### src/design/v3alu_pkg.sv
// v3alu_pkg: shared types and constants for the three-lane vector alu
// depends on nothing

package v3alu_pkg;

  localparam int VecLen   = 3;
  localparam int FracDflt = 8;
  localparam int CfgW     = 48;
  localparam int CfgIdxW  = 2;

  typedef enum logic [3:0] {
    CMD_ADD   = 4'd0,
    CMD_SUB   = 4'd1,
    CMD_NEG   = 4'd2,
    CMD_SCALE = 4'd3,
    CMD_DOT   = 4'd4,
    CMD_CROSS = 4'd5,
    CMD_MAT   = 4'd6,
    CMD_NORM  = 4'd7,
    CMD_LEN   = 4'd8
  } cmd_t;

  localparam logic [CfgIdxW-1:0] REG_ROW0 = 2'd0;
  localparam logic [CfgIdxW-1:0] REG_ROW1 = 2'd1;
  localparam logic [CfgIdxW-1:0] REG_ROW2 = 2'd2;

  typedef struct packed {
    logic [3:0]         cmd;
    logic signed [15:0] a_x;
    logic signed [15:0] a_y;
    logic signed [15:0] a_z;
    logic signed [15:0] b_x;
    logic signed [15:0] b_y;
    logic signed [15:0] b_z;
    logic signed [15:0] factor;
  } in_word_t;

  typedef struct packed {
    logic signed [15:0] r_x;
    logic signed [15:0] r_y;
    logic signed [15:0] r_z;
    logic signed [15:0] scalar_out;
    logic               saturated;
  } out_word_t;

  // per-lane exact sum of products, wide enough for three 16x16 products
  typedef logic signed [34:0] acc_t;

  // clip to 16 bits, flag set when clipping happened
  function automatic logic [16:0] sat16(input logic signed [35:0] x);
    logic [16:0] r;
    if (x > 36'sd32767)       r = {1'b1, 16'h7fff};
    else if (x < -36'sd32768) r = {1'b1, 16'h8000};
    else                      r = {1'b0, x[15:0]};
    return r;
  endfunction

endpackage

### src/design/v3alu_lane.sv
// v3alu_lane: one lane, forms three products and sums them exactly
// depends on v3alu_pkg

module v3alu_lane (
  input  logic                     clk,
  input  logic                     en,
  input  logic signed [15:0]       p0,
  input  logic signed [15:0]       q0,
  input  logic signed [15:0]       p1,
  input  logic signed [15:0]       q1,
  input  logic signed [15:0]       p2,
  input  logic signed [15:0]       q2,
  output v3alu_pkg::acc_t          acc
);

  logic signed [31:0] m0_r, m1_r, m2_r;

  // products registered before the sum
  always_ff @(posedge clk) begin
    if (en) begin
      m0_r <= p0 * q0;
      m1_r <= p1 * q1;
      m2_r <= p2 * q2;
    end
  end

  assign acc = 35'(m0_r) + 35'(m1_r) + 35'(m2_r);

endmodule

### config.mk
export PLATFORM = sky130hd
export DESIGN_NAME = v3alu_lane
export DESIGN_NICKNAME = d
export VERILOG_FILES = /design/src/design/v3alu_pkg.sv /design/src/design/v3alu_lane.sv
export SDC_FILE = /design/constraint.sdc
export NUM_CORES = 2
export LEC_CHECK = 0
export BUFFER_PORTS_ARGS = -buffer_cell sky130_fd_sc_hd__buf_4
export CORE_MARGIN = 8
export CORE_UTILIZATION = 45
export DETAILED_ROUTE_END_ITERATION = 8
export GPL_TIMING_DRIVEN = 0
export PLACE_DENSITY = 0.71
export SETUP_SLACK_MARGIN = 0.5
export SYNTH_ARGS = -nofsm -noshare
export SYNTH_HDL_FRONTEND = slang
export SYNTH_SLANG_ARGS = --single-unit
### constraint.sdc
create_clock -name clk -period 11.45 [get_ports clk]
set_clock_uncertainty 0.1 [all_clocks]
set_input_delay 0.5725 -clock clk [delete_from_list [all_inputs] [get_ports clk]]
set_output_delay 0.5725 -clock clk [all_outputs]
set_load 0.02 [all_outputs]
==> reports/qor.yml <==
grt_pass1_wl_mm: 136.9
critPathLaunchType: "primary input"
place_area_sq_um: 36570
worstPathArrival_ns: 7.07
synth_nets: 4765
whs_endpoint: "m2_r[0]"
cts_sinks: 96
worstHoldStart: "q2[0]"
grt_pass1_vias: 26350
ys_top_cells_by_area: "fa_1 (48%), ha_1 (10%), inv_1 (9.6%)"
layout-drive-gt1-share: 0.04599
hold_viol: 0
grt_max_degree: 97
hold_path_class: "in2reg"
clock-root-buffer: "clkbuf_16"
fill_cells: 7069
vias_per_cell: 5.200
muxShareOfSynthArea: 0.0002914
die_h_um: 292.3
clock.fmax_mhz: 141.5
yosysTopAreaCell: "fa_1"
fin_tns_setup_ns: 0
synth_flop_cell: "edfxtp_1"
cts_resized: 0
synth_top_family_by_area: "adder cells"
ys_seq_area_frac: 0.08392
dp.final_hpwl_mm: 72.65
gr-usage-all-layers: 0.1998
numCtsBuffers: 9
rows: 101
fin_crit_sh: 0.6172
coreArea_sq_um: 75820
setup-violations-final: 0
antenna_found_initial: 3
design_area_sq_um: 36860
crit_required_ns: 11.46
whs_path_depth: 2
timing.hold.ws_ns: 0.4670
tightest_slew_ns: 1.211
synth-async-reset-ratio: 0
drtPass1Iterations: 5
ios: 133
die-area_sq_um: 85430
yosys_warnings: 0
initial_core_util: 0.4531
vias: 24420
synth_cells: 3570
die_w_um: 292.3
drv_slew: 0
wl_per_cell_um: 17.63
gp_congestion: 0.9766
synth_cell_types: 70
status: "completed"
maxSlewHeadroom: 0.1924
synth.avg_cell_area_sq_um: 9.622
synthXorXnorAreaFrac: 0.03289
area_growth_pct: 7.295
synthSimpleGateAreaFrac: 0.1417
ant_nets: 0
fin_util: 0.4861
cts_tree: "done"
postCtsSetupRepairBufs: 0
synth-edff-count: 96
drv_cap: 0
final_nets: 4908
crit_type: "in2reg"
synth-seq-cells: 96
initialDrtViolationCount: 1660
cts-htree-levels: 3
path_max_fanout: 10
cts_hold_buf: 0
layout_min_cycle_time_ns: 7.067
drc: 0
cts_buffer_depth: 2
grt_overflow: 0
end_kind: "flop"
synthAdderAreaFrac: 0.5785
portBuffers: 132
rsz0062_at_grt: "no"
synth_top_area_frac: 0.4773
path_clk_slew_ns: 0.07
synth_most_common_cell: "inv_1"
synth_compound_area_frac: 0.05489
wirelength_mm: 82.82
synthesis.area_sq_um: 34350
synth_commonest_cells: "inv_1 (882), fa_1 (819), nand2_1 (411), and2_1 (359), ha_1 (278)"
[worst max-delay path, cell delays in order]
cell,delay (ns)
buf_4,0.13
clkbuf_1,0.47
nand2_1,0.18
inv_1,0.16
fa_1,0.56
fa_1,0.86
fa_1,0.53
fa_1,0.50
fa_1,0.49
inv_1,0.04
fa_1,0.47
inv_1,0.04
ha_1,0.34
a21o_1,0.18
a21o_1,0.16
a21oi_1,0.15
o31ai_1,0.12
or3_1,0.32
a31oi_1,0.35
o31ai_1,0.18
a21oi_1,0.19
xnor2_1,0.08
[final cells by class]
class / count / area, sq um / area share
multi-input combinational: 2491 / 27770 / 0.7534
buffer: 100 / 386.6 / 0.01049
tap: 978 / 1224 / 0.03320
clock inverter: 7 / 63.81 / 0.001731
antenna: 1 / 2.502 / 0.00006789
sequential: 96 / 2883 / 0.07821
timing repair buffer: 132 / 991.0 / 0.02689
clock buffer: 9 / 225.2 / 0.006110
inverter: 883 / 3314 / 0.08992
[registers in the layout (all words and copies together) (netlist names)]
| register | flops |
|---|---|
| m0_r | 32 |
| m1_r | 32 |
| m2_r | 32 |
[worst max path at each step]
stage | start | endpoint | slack (ns) | depth (start not counted)
2_1_floorplan | q0[1] | m0_r[31] | 5.02 | 21
3_3_place_gp | q0[1] | m0_r[31] | 4.10 | 22
3_5_place_dp | p0[15] | m0_r[31] | 4.07 | 22
4_1_cts | p0[15] | m0_r[31] | 4.42 | 22
5_1_grt | p0[15] | m0_r[31] | 3.99 | 22
6_report | p0[15] | m0_r[31] | 4.38 | 22
[per-layer routing]
metal  share of wire  track usage
met3           0.089      0.04353
met2            0.46       0.3190
met5               0            0
met1            0.41       0.2715
met4           0.038      0.06394
[cells by family after synthesis]
family                   after synthesis
adder cells (fa/ha/maj)             1097
buffers and inverters                983
AND/OR/NAND/NOR                      983
AO/OA/AOI/OAI                        281
XOR/XNOR                             129
flip-flops                            96
multiplexers                           1
[layout by cell type, fill, tap and decap left out, types with 5 or more instances in the layout]
cell	instances
a211oi_1	11
a21o_1	44
a21oi_1	88
a31oi_1	10
and2_1	359
and3_1	9
buf_4	133
clkbuf_1	96
clkbuf_16	9
edfxtp_1	96
fa_1	819
ha_1	278
inv_1	882
nand2_1	411
nand2b_1	34
nand3_1	23
nand4_1	5
nor2_1	87
nor2b_1	11
nor3_1	20
nor4_1	5
o211ai_1	6
o21a_1	16
o21ai_0	43
o21ai_1	5
o21bai_1	9
o31ai_1	9
or3_1	5
xnor2_1	101
xor2_1	28
[through the flow]
stage | instances | setup slack [ns]
finish | 4697 | 4.383
CTS | 4696 | 4.420
global placement | 4680 | 4.103
detailed placement | 4680 | 4.070
global route | 4697 | 3.986
floorplan | 3570 | 5.022
Power is left out: the tool's default activity adds up to more than one toggle a clock period on the data nets, which glitch-free logic cannot reach.
