**src/design/v3alu_isqrt.sv**
```systemverilog
// v3alu_isqrt: pipelined bit-per-stage integer square root
// for normalize and length; depends on nothing

module v3alu_isqrt (
  input  logic        clk,
  input  logic        en,
  input  logic [33:0] sq,
  output logic [16:0] root
);

  // 17 result bits, one per stage
  localparam int NB = 17;

  logic [33:0] rem_r [NB+1];
  logic [16:0] res_r [NB+1];

  always_comb begin
    rem_r[0] = sq;
    res_r[0] = '0;
  end

  for (genvar s = 0; s < NB; s++) begin : g_st
    localparam int B = NB - 1 - s;
    logic [35:0] trial;
    logic [33:0] rem_nxt;
    logic [16:0] res_nxt;
    always_comb begin
      trial = ({19'd0, res_r[s]} << (B + 1)) + (36'd1 << (2 * B));
      if ({2'b0, rem_r[s]} >= trial) begin
        rem_nxt = 34'({2'b0, rem_r[s]} - trial);
        res_nxt = res_r[s] | (17'd1 << B);
      end else begin
        rem_nxt = rem_r[s];
        res_nxt = res_r[s];
      end
    end
    logic [33:0] rem_q;
    logic [16:0] res_q;
    always_ff @(posedge clk) begin
      if (en) begin
        rem_q <= rem_nxt;
        res_q <= res_nxt;
      end
    end
    assign rem_r[s+1] = rem_q;
    assign res_r[s+1] = res_q;
  end

  assign root = res_r[NB];

endmodule

```
**config.mk**
```make
export PLATFORM = sky130hd
export DESIGN_NAME = v3alu_isqrt
export DESIGN_NICKNAME = d
export VERILOG_FILES = /design/src/design/v3alu_isqrt.sv
export SDC_FILE = /design/constraint.sdc
export NUM_CORES = 1
export LEC_CHECK = 0
export BUFFER_PORTS_ARGS = -buffer_cell sky130_fd_sc_hd__buf_2
export CORE_MARGIN = 2
export CORE_UTILIZATION = 35
export DETAILED_ROUTE_END_ITERATION = 6
export PLACE_DENSITY = 0.48
export RECOVER_POWER = 25
export SLEW_MARGIN = 40
export SYNTH_ARGS = -nofsm -noshare
export SYNTH_HDL_FRONTEND = slang
export SYNTH_SLANG_ARGS = --single-unit
```
**constraint.sdc**
```tcl
create_clock -name clk -period 5.2 [get_ports clk]
set_input_delay 0.26 -clock clk [delete_from_list [all_inputs] [get_ports clk]]
set_output_delay 0.26 -clock clk [all_outputs]
set_load 0.005 [all_outputs]
```
==> results.json <==
{
  "port_buffers": 52,
  "synthArstFlopShare_pct": 0,
  "clock_latency_ns": 0.65,
  "ys_seq_elements": 697,
  "hold_path.class": "in -> reg",
  "wl_per_cell_um": 17.9,
  "synth_area_mm2": 0.0329,
  "worstMarginPinSlew_ns": 3.89,
  "die_h_um": 311,
  "critical_path_peak_fanout": 62,
  "clk_pin_slew_ns": 0.06,
  "cts_sinks": 697,
  "ys.flop_type": "edfxtp_1",
  "worstPathCellList": "clkbuf_1, buf_4",
  "fin_crit_sh_pct": 70.3,
  "clockBufferDepth": 3,
  "fin_setup_tns_ns": 0,
  "rows": 112,
  "finalSetupViolCount": 0,
  "fin_crit_ns": 3.66,
  "r2r_slack_ns": 1.70,
  "seq_area_frac_synth_pct": 63.6,
  "overflow": 0,
  "multiInputGateArea_mm2": 0.0111,
  "cpPeakStageDelay_ns": 2.67,
  "hold_viol": 0,
  "vdd_ir_drop_max_uv": 290,
  "whs_path_depth": 2,
  "antenna_found_initial": 0,
  "utilization_pct": 40.4,
  "critPathCaptureType": "flip-flop",
  "crit-reg2reg-launch": "g_st[13].rem_q[9]",
  "synth_nets": 2743,
  "grt_max_degree": 138,
  "register_area_mm2": 0.0209,
  "status": "finished, violations left",
  "drcViolationCount": 0,
  "place.gp.congestion": 0.841,
  "whs_ns": 0.317,
  "dpl_cell_area_mm2": 0.0348,
  "io_pins": 53,
  "dieArea_mm2": 0.0965,
  "grt_pass1_wl_um": 113000,
  "start_kind": "primary input",
  "cp_data_arrival_time_ns": 3.91,
  "hpwl_um": 52800,
  "whs_endpoint": "g_st[0].rem_q[13]",
  "root_buffer": "clkbuf_16",
  "final_layout_size_suffix_gt1_share_pct": 8.52,
  "diodes": 0,
  "violations": "max-capacitance violations, max-slew violations",
  "timing.fmax_mhz": 273,
  "fill_cells": 8746,
  "cts_tree": "yes",
  "drv_slew": 59,
  "path_delay_family": "buffers and inverters",
  "relSlewSlack_pct": -159,
  "coreArea_mm2": 0.0933,
  "syn_area_per_cell_um2": 13.0,
  "drt_wl_total_um": 71800,
  "drv_cap": 1,
  "p_per_area_mw_per_mm2": 414,
  "firstDrtPassIters": 5,
  "fp.dieW_um": 311,
  "grt_use_total_pct": 14.7,
  "synth_edf_count": 697,
  "critical_path_class": "in -> reg",
  "crit_path_top_delay_cell": "clkbuf_1",
  "yosys_warnings": 0,
  "avgViaCountPerCell": 4.97,
  "r2r_cells": 7,
  "syn_to_final_growth_pct": 14.6,
  "syn_inst": 2541,
  "design_area_mm2": 0.0377,
  "cts_setup_buffers": 0,
  "drt_iter0_markers": 1196,
  "leakage_uw": 0.0139,
  "vias": 19900,
  "skew_ns": 0.0600,
  "start_util_pct": 35.3,
  "grt_pass1_vias": 20400,
  "ys_types": 81,
  "cp.required_ns": 5.45,
  "finalNetCount": 2888,
  "cts_buffers": 80,
  "min-delay-start": "sq[13]",
  "pre_cts_slack_ns": 1.83,
  "rsz0062_at_grt": "false",
  "finalWorstSetupSlack_ns": 1.54,
  "path_buf_inv": 2,
  "ant_nets": 0,
  "r2r-end": "g_st[14].rem_q[8]",
  "htreeDepth": 3,
  "startpoint": "en"
}
-- kinds of logic (layout without fill, tap and decap cells) --
kind of cell / Yosys count / after routing / share of synthesized area [%]
adders and majority gates: 166 / 166 / 6.31
AOI/OAI and AO/OA: 469 / 469 / 8.78
buffers and inverters: 236 / 442 / 2.80
xor gates and xnor gates: 226 / 226 / 6.01
muxes: 26 / 26 / 0.871
DFF: 697 / 697 / 63.6
and+or+nand+nor: 721 / 721 / 11.6
-- flip-flops by register name (all words and copies together), names as in the netlist --
register    cells
g_st.res_q    136
g_st.rem_q    544
root           17
-- cells in the final DEF, fill, tap and decap left out, drive strengths merged, types with 35 or more instances in the layout --
master / Yosys / routed
xnor2: 115 / 115
buf: 20 / 57
clkbuf: 16 / 99
inv: 200 / 202
xor2: 111 / 111
nor2: 154 / 154
nand3: 37 / 37
nand2: 175 / 175
nor3: 70 / 70
clkinv: 0 / 41
a21oi: 135 / 135
dlygate4sd3: 0 / 35
edfxtp: 697 / 697
ha: 166 / 166
nor4: 78 / 78
o21ai: 147 / 147
-- layout make-up --
type / instances / share of cell area [%]
clock inverter: 51 / 1.43
sequential: 697 / 55.5
clock buffer: 92 / 5.43
multi-input combinational: 1608 / 29.5
tap: 1254 / 4.16
timing repair buffer: 99 / 1.98
inverter: 200 / 1.99
-- timing repair --
item	4_1_cts	5_1_grt
resized for setup	0	0
endpoints found under the setup margin	0	0
hold buffers	35	0
endpoints found under the hold margin	35	0
-- metal layers --
layer | share of wire (%) | track usage [%] | up-vias
li1 | - | - | 9810
met1 | 42 | 17.2 | 9651
met2 | 52 | 27.2 | 322
met3 | 3.0 | 2.31 | 121
met4 | 3.0 | 5.18 | 0
met5 | 0 | 0 | -
-- power breakdown --
group	total [uW]	internal, uW	switching, uW
combinational	2530	1080	1450
sequential	7600	7080	522
clock	5500	3200	2300
total	15600	11400	4270
-- how the worst max path moves through the flow --
| stage | end | slack, ns | cells after the start |
|---|---|---|---|
| after floorplan | g_st[7].rem_q[31] | 2.49 | 9 |
| after global placement | g_st[14].rem_q[8] | 1.57 | 7 |
| after detailed placement | g_st[12].rem_q[12] | 1.83 | 10 |
| after CTS | g_st[10].rem_q[30] | 1.78 | 8 |
| after global routing | g_st[10].rem_q[31] | 1.14 | 2 |
| final | g_st[10].rem_q[31] | 1.54 | 2 |
-- synth_stat cells (all sizes together), types with 4 or more instances --
library cell	count	share of area [%]
o21bai	7	0.16
ha	166	6.3
a211oi	13	0.30
o31ai	11	0.25
mux2	21	0.72
nand3b	9	0.21
nor2	154	1.8
nand4b	12	0.36
and2	9	0.17
nand3	37	0.56
o211ai	15	0.36
edfxtp	697	64
xor2	111	3.0
nand2b	30	0.59
buf	20	0.33
nor2b	23	0.44
or3	23	0.48
nor3b	7	0.16
nor4b	14	0.41
o21ai	147	2.2
or4	19	0.46
o2111ai	4	0.11
a21o	31	0.71
a31oi	19	0.36
nor3	70	1.1
a211o	10	0.27
clkbuf	16	0.19
and3	13	0.25
nand2	175	2.0
inv	200	2.3
and4	6	0.16
a21oi	135	2.1
and4b	5	0.15
o221ai	6	0.16
xnor2	115	3.1
mux2i	5	0.15
nor4	78	1.5
or2	9	0.17
o21a	29	0.66
o31a	5	0.13
nand4	22	0.42
-- stage by stage --
step                      std cells  power (uW)
after floorplan                2541        9340
after global placement         3823       10200
after detailed placement       3823       10200
after CTS                      4001       15800
after global routing           4001       16400
final                          4001       15600
Note: power is estimated with default switching activity, not from simulation.
