--- config.mk ---
export PLATFORM = sky130hd
export DESIGN_NAME = v3alu_div
export DESIGN_NICKNAME = d
export VERILOG_FILES = /design/src/design/v3alu_pkg.sv /design/src/design/v3alu_div.sv
export SDC_FILE = /design/constraint.sdc
export NUM_CORES = 2
export LEC_CHECK = 0
export ABC_AREA = 1
export BUFFER_PORTS_ARGS = -buffer_cell sky130_fd_sc_hd__buf_2
export CAP_MARGIN = 0
export CORE_ASPECT_RATIO = 0.75
export CORE_MARGIN = 8
export CORE_UTILIZATION = 55
export CTS_CLUSTER_DIAMETER = 150
export CTS_CLUSTER_SIZE = 24
export DETAILED_ROUTE_END_ITERATION = 6
export PLACE_DENSITY = 0.71
export SLEW_MARGIN = 20
export SYNTH_ARGS = -nofsm -noshare
export SYNTH_HDL_FRONTEND = slang
export SYNTH_SLANG_ARGS = --single-unit
--- constraint.sdc ---
create_clock -name clk -period 5.2 [get_ports clk]
set_input_delay 1.04 -clock clk [delete_from_list [all_inputs] [get_ports clk]]
set_output_delay 1.04 -clock clk [all_outputs]
set_load 0.01 [all_outputs]
--- src/design/v3alu_pkg.sv ---
// v3alu_pkg: shared types and constants for the three-lane vector alu
// depends on nothing

package v3alu_pkg;

  localparam int VecLen   = 3;
  localparam int FracDflt = 8;
  localparam int CfgW     = 48;
  localparam int CfgIdxW  = 2;

  typedef enum logic [3:0] {
    CMD_ADD   = 4'd0,
    CMD_SUB   = 4'd1,
    CMD_NEG   = 4'd2,
    CMD_SCALE = 4'd3,
    CMD_DOT   = 4'd4,
    CMD_CROSS = 4'd5,
    CMD_MAT   = 4'd6,
    CMD_NORM  = 4'd7,
    CMD_LEN   = 4'd8
  } cmd_t;

  localparam logic [CfgIdxW-1:0] REG_ROW0 = 2'd0;
  localparam logic [CfgIdxW-1:0] REG_ROW1 = 2'd1;
  localparam logic [CfgIdxW-1:0] REG_ROW2 = 2'd2;

  typedef struct packed {
    logic [3:0]         cmd;
    logic signed [15:0] a_x;
    logic signed [15:0] a_y;
    logic signed [15:0] a_z;
    logic signed [15:0] b_x;
    logic signed [15:0] b_y;
    logic signed [15:0] b_z;
    logic signed [15:0] factor;
  } in_word_t;

  typedef struct packed {
    logic signed [15:0] r_x;
    logic signed [15:0] r_y;
    logic signed [15:0] r_z;
    logic signed [15:0] scalar_out;
    logic               saturated;
  } out_word_t;

  // per-lane exact sum of products, wide enough for three 16x16 products
  typedef logic signed [34:0] acc_t;

  // clip to 16 bits, flag set when clipping happened
  function automatic logic [16:0] sat16(input logic signed [35:0] x);
    logic [16:0] r;
    if (x > 36'sd32767)       r = {1'b1, 16'h7fff};
    else if (x < -36'sd32768) r = {1'b1, 16'h8000};
    else                      r = {1'b0, x[15:0]};
    return r;
  endfunction

endpackage

--- src/design/v3alu_div.sv ---
// v3alu_div: pipelined restoring divider, magnitude of a*2^f over length
// depends on v3alu_pkg

module v3alu_div #(
  parameter int FRAC_BITS = v3alu_pkg::FracDflt
) (
  input  logic        clk,
  input  logic        en,
  input  logic [15:0] mag,
  input  logic [16:0] den,
  output logic [27:0] quo
);

  localparam int NW = 16 + FRAC_BITS;

  logic [NW-1:0] num_s [NW+1];
  logic [16:0]   rem_s [NW+1];
  logic [16:0]   den_s [NW+1];

  always_comb begin
    num_s[0] = NW'(mag) << FRAC_BITS;
    rem_s[0] = '0;
    den_s[0] = den;
  end

  for (genvar s = 0; s < NW; s++) begin : g_st
    logic [17:0] t;
    logic [16:0] rem_nxt;
    logic [NW-1:0] num_nxt;
    always_comb begin
      t = {rem_s[s], num_s[s][NW-1]};
      num_nxt = num_s[s] << 1;
      if (t >= {1'b0, den_s[s]}) begin
        rem_nxt = 17'(t - {1'b0, den_s[s]});
        num_nxt[0] = 1'b1;
      end else begin
        rem_nxt = t[16:0];
      end
    end
    logic [NW-1:0] num_q;
    logic [16:0]   rem_q, den_q;
    always_ff @(posedge clk) begin
      if (en) begin
        num_q <= num_nxt;
        rem_q <= rem_nxt;
        den_q <= den_s[s];
      end
    end
    assign num_s[s+1] = num_q;
    assign rem_s[s+1] = rem_q;
    assign den_s[s+1] = den_q;
  end

  assign quo = 28'(num_s[NW]);

endmodule

==> flow_summary_export.csv <==
group,metric,value,unit
die,initial_core_util,55.4,%
synth,synth_area_leaders,"edfxtp_1 (53%), nand2_1 (16%), inv_1 (8.1%), ha_1 (7.2%), nand3_1 (4.4%)",
hold_path,hold_class,"reg2reg",
synth,ys_warn_count,0,
finish,multiInputGateArea,25500,um^2
sta,final.min_clock_period,2.94,ns
power_and_ir_drop,p_per_area,525,nW/um^2
sta,final-setup-viol-count,0,
global_route,grt_pass1_vias,44400,
synth,synth_area,67700,um^2
global_route,grt_use_total,21.7,%
synth,yosysMostFrequentCell,"nand2_1",
global_route,antenna_found_initial,1,
placement,port_buffers,58,
critical_path,r2r_slack,2.26,ns
clock_network,post_cts_buffers,0,
sta,clock.fmax,340,MHz
critical_path,critPathLaunchType,"register",
routing,drtIter0Drc,4427,
routing,wl_per_cell,16.1,um
die,die_area,135000,um^2
power_and_ir_drop,power,0.0375,W
die,core,122000,um^2
run,max_cap_viol_count,0,
synth,yosys.area.top_type,"edfxtp_1",
die,std_cell_rows,111,
power_and_ir_drop,p_int,0.0215,W
finish,n_antenna_cell,0,
sta,rsz0062_at_grt,"no",
finish,drive_gt1_share,4.08,%
synth,async_reset_ff_share,0,%
routing,firstDrtPassIters,6,
synth,synth-edff-count,1202,
global_route,globalRouteOverflowTotal,0,
clock_network,clk_pin_slew,0.10,ns
die,fp.dieW,421,um
finish,area_growth,5.42,%
placement,place_ws,2.22,ns
critical_path,cp-end-kind,"register",
synth,yosys-top-cells-count,"nand2_1 (2834), inv_1 (1467), edfxtp_1 (1202)",
power_and_ir_drop,switchingPower,0.0160,W
critical_path,worst_r2r_path_depth,10,
sta,slew_headroom,41.4,%
finish,utilization,58.4,%
clock_network,cts_tree,"built",
sta,finalMaxSlewViolations,0,
synth,ys.flop_type,"edfxtp_1",
synth,syn_avg_cell_area,8.84,um^2
power_and_ir_drop,swShare,42.6,%
placement,place_congestion,0.922,
sta,skew,0.0344,ns
sta,setup_slack,2.26,ns
sta,hold_viol,0,
clock_network,cts.sinks,1202,
routing,drc,0,
critical_path,cp_data_arrival_time,3.37,ns
finish,final_cells,9378,
clock_network,clockBufferDepth,3,
sta,fin_setup_tns,0,ns
synth,syn-instance-count,7661,
finish,nNetsFinal,8187,
routing,ant_nets,0,
routing,vias,48200,
global_route,grt_pass1_wl,240,mm
global_route,grt_max_degree,130,
power_and_ir_drop,pwr-share-seq,40.0,%
clock_network,cts_root_buffer,"clkbuf_16",
clock_network,numCtsBuffers,56,
placement,placed_cells,9318,
sta,worst_pin_slew,0.879,ns
routing,routed_wl,151,mm
clock_network,cts_resized,0,
synth,ys_seq_elements,1202,
sta,fin_crit_sh,56.6,%
critical_path,crit_end,"g_st[11].rem_q[13]$_DFFE_PP_",
critical_path,required,5.63,ns
critical_path,reg2reg_from,"g_st[10].rem_q[5]$_DFFE_PP_",
die,die_h,320,um
die,io_pins,63,
finish,fill_cells,10700,
routing,avgViaCountPerCell,5.14,
power_and_ir_drop,worst_ir_drop_vdd,0.274,mV
finish,seqCellArea,36100,um^2
clock_network,hold_buffers,0,
critical_path,path_class,"reg2reg",
power_and_ir_drop,combinationalPowerShare,46.9,%
power_and_ir_drop,leakage,35.4,nW
clock_network,ctsHtreeMaxLevel,2,
synth,synth_top_area_share,53.3,%
critical_path,startpoint,"g_st[10].rem_q[5]$_DFFE_PP_",
placement,dp_hpwl,115,mm
critical_path,crit_fanout,20,
synth,synth-seq-area-share,53.3,%
clock_network,clock_latency,0.70,ns
power_and_ir_drop,pwr-share-clk,13.1,%
synth,synth_cell_types,44,
run_status,status,"complete, no violations",
critical_path,r2r_end,"g_st[11].rem_q[13]$_DFFE_PP_",
==> through the flow <==
stage | hold slack (ns) | area [um^2]
3_5_place_dp | 0.405 | 69900
5_1_grt | 0.423 | 71400
4_1_cts | 0.422 | 71400
3_3_place_gp | 0.400 | 69900
6_report | 0.416 | 71400
2_1_floorplan | 0.400 | 67700
==> routing by layer <==
| metal | GRT usage [%] | vias up | wire (um) |
|---|---|---|---|
| li1 | - | 24400 | - |
| met1 | 33.7 | 22400 | 74500 |
| met4 | 3.60 | 0 | 2200 |
| met3 | 2.10 | 143 | 8820 |
| met5 | 0 | - | 0 |
| met2 | 33.6 | 1263 | 65300 |
==> how the worst min path moves through the flow <==
| stage | slack (ns) | from | endpoint | depth (start not counted) |
|---|---|---|---|---|
| floorplan | 0.40 | g_st[9].num_q[9]$_DFFE_PP_ | g_st[10].num_q[10]$_DFFE_PP_ | 0 |
| global placement | 0.40 | g_st[11].num_q[0]$_DFFE_PP_ | g_st[12].num_q[1]$_DFFE_PP_ | 0 |
| detailed placement | 0.40 | g_st[9].num_q[6]$_DFFE_PP_ | g_st[10].num_q[7]$_DFFE_PP_ | 0 |
| CTS | 0.42 | g_st[7].num_q[3]$_DFFE_PP_ | g_st[8].num_q[4]$_DFFE_PP_ | 0 |
| global route | 0.42 | g_st[2].num_q[14]$_DFFE_PP_ | g_st[3].num_q[15]$_DFFE_PP_ | 0 |
| finish | 0.42 | g_st[7].num_q[19]$_DFFE_PP_ | g_st[8].num_q[20]$_DFFE_PP_ | 0 |
==> worst max-delay path, cell delays in order (launching register included) <==
cell and delay [ns]:
edfxtp_1 0.42, ha_1 0.38, nand2_1 0.13, nor2_1 0.15, nand3_1 0.11, nand3_1 0.12
nand2_1 0.06, nand2_1 0.55, inv_1 0.52, nand2_1 0.18, nand2_1 0.06
==> cells in the final DEF (no fill, tap or decap), drive strengths merged <==
cell type	Yosys	layout
nor3	50	50
a21oi	212	212
o21a	5	5
clkbuf	1	58
nand3b	59	59
nor3b	1	1
edfxtp	1202	1202
and3	13	13
nand2	2917	2917
or2	39	39
o211ai	1	1
buf	74	91
xor2	124	124
inv	1474	1474
fa	22	22
xnor2	28	28
nand4	39	39
o21ai	16	16
clkinv	0	2
conb	1	4
nand3	602	602
nor4	15	15
ha	392	392
o21bai	1	1
and2	26	26
nor2	347	347
==> registers in the layout, indices dropped and copies added (netlist names) <==
name	count
g_st.den_q	391
g_st.num_q	420
g_st.rem_q	391
==> area by class of cell <==
type                       count  area share, %
clock buffer                  58           2.03
inverter                    1474           7.75
timing repair buffer          91           1.00
sequential                  1202           50.5
multi-input combinational   4913           35.7
clock inverter                 2         0.0648
tap                         1638           2.87
==> cell families after synthesis <==
logic type                 synth area share [%]
and+or+nand+nor                            26.0
buffers and inverters                      9.06
DFF                                        53.3
adders and majority gates                  7.89
AOI/OAI and AO/OA                          1.82
xor gates and xnor gates                   1.97
other                                   0.00554
==> power by group through the flow <==
stage	Clock [W]	Sequential, W	Combinational, W
2_1_floorplan	0	0.0144	0.0136
3_3_place_gp	0	0.0152	0.0170
3_5_place_dp	0	0.0152	0.0173
4_1_cts	0.00511	0.0150	0.0174
5_1_grt	0.00539	0.0152	0.0201
6_report	0.00492	0.0150	0.0176
Power figures use the tool's default switching activity.
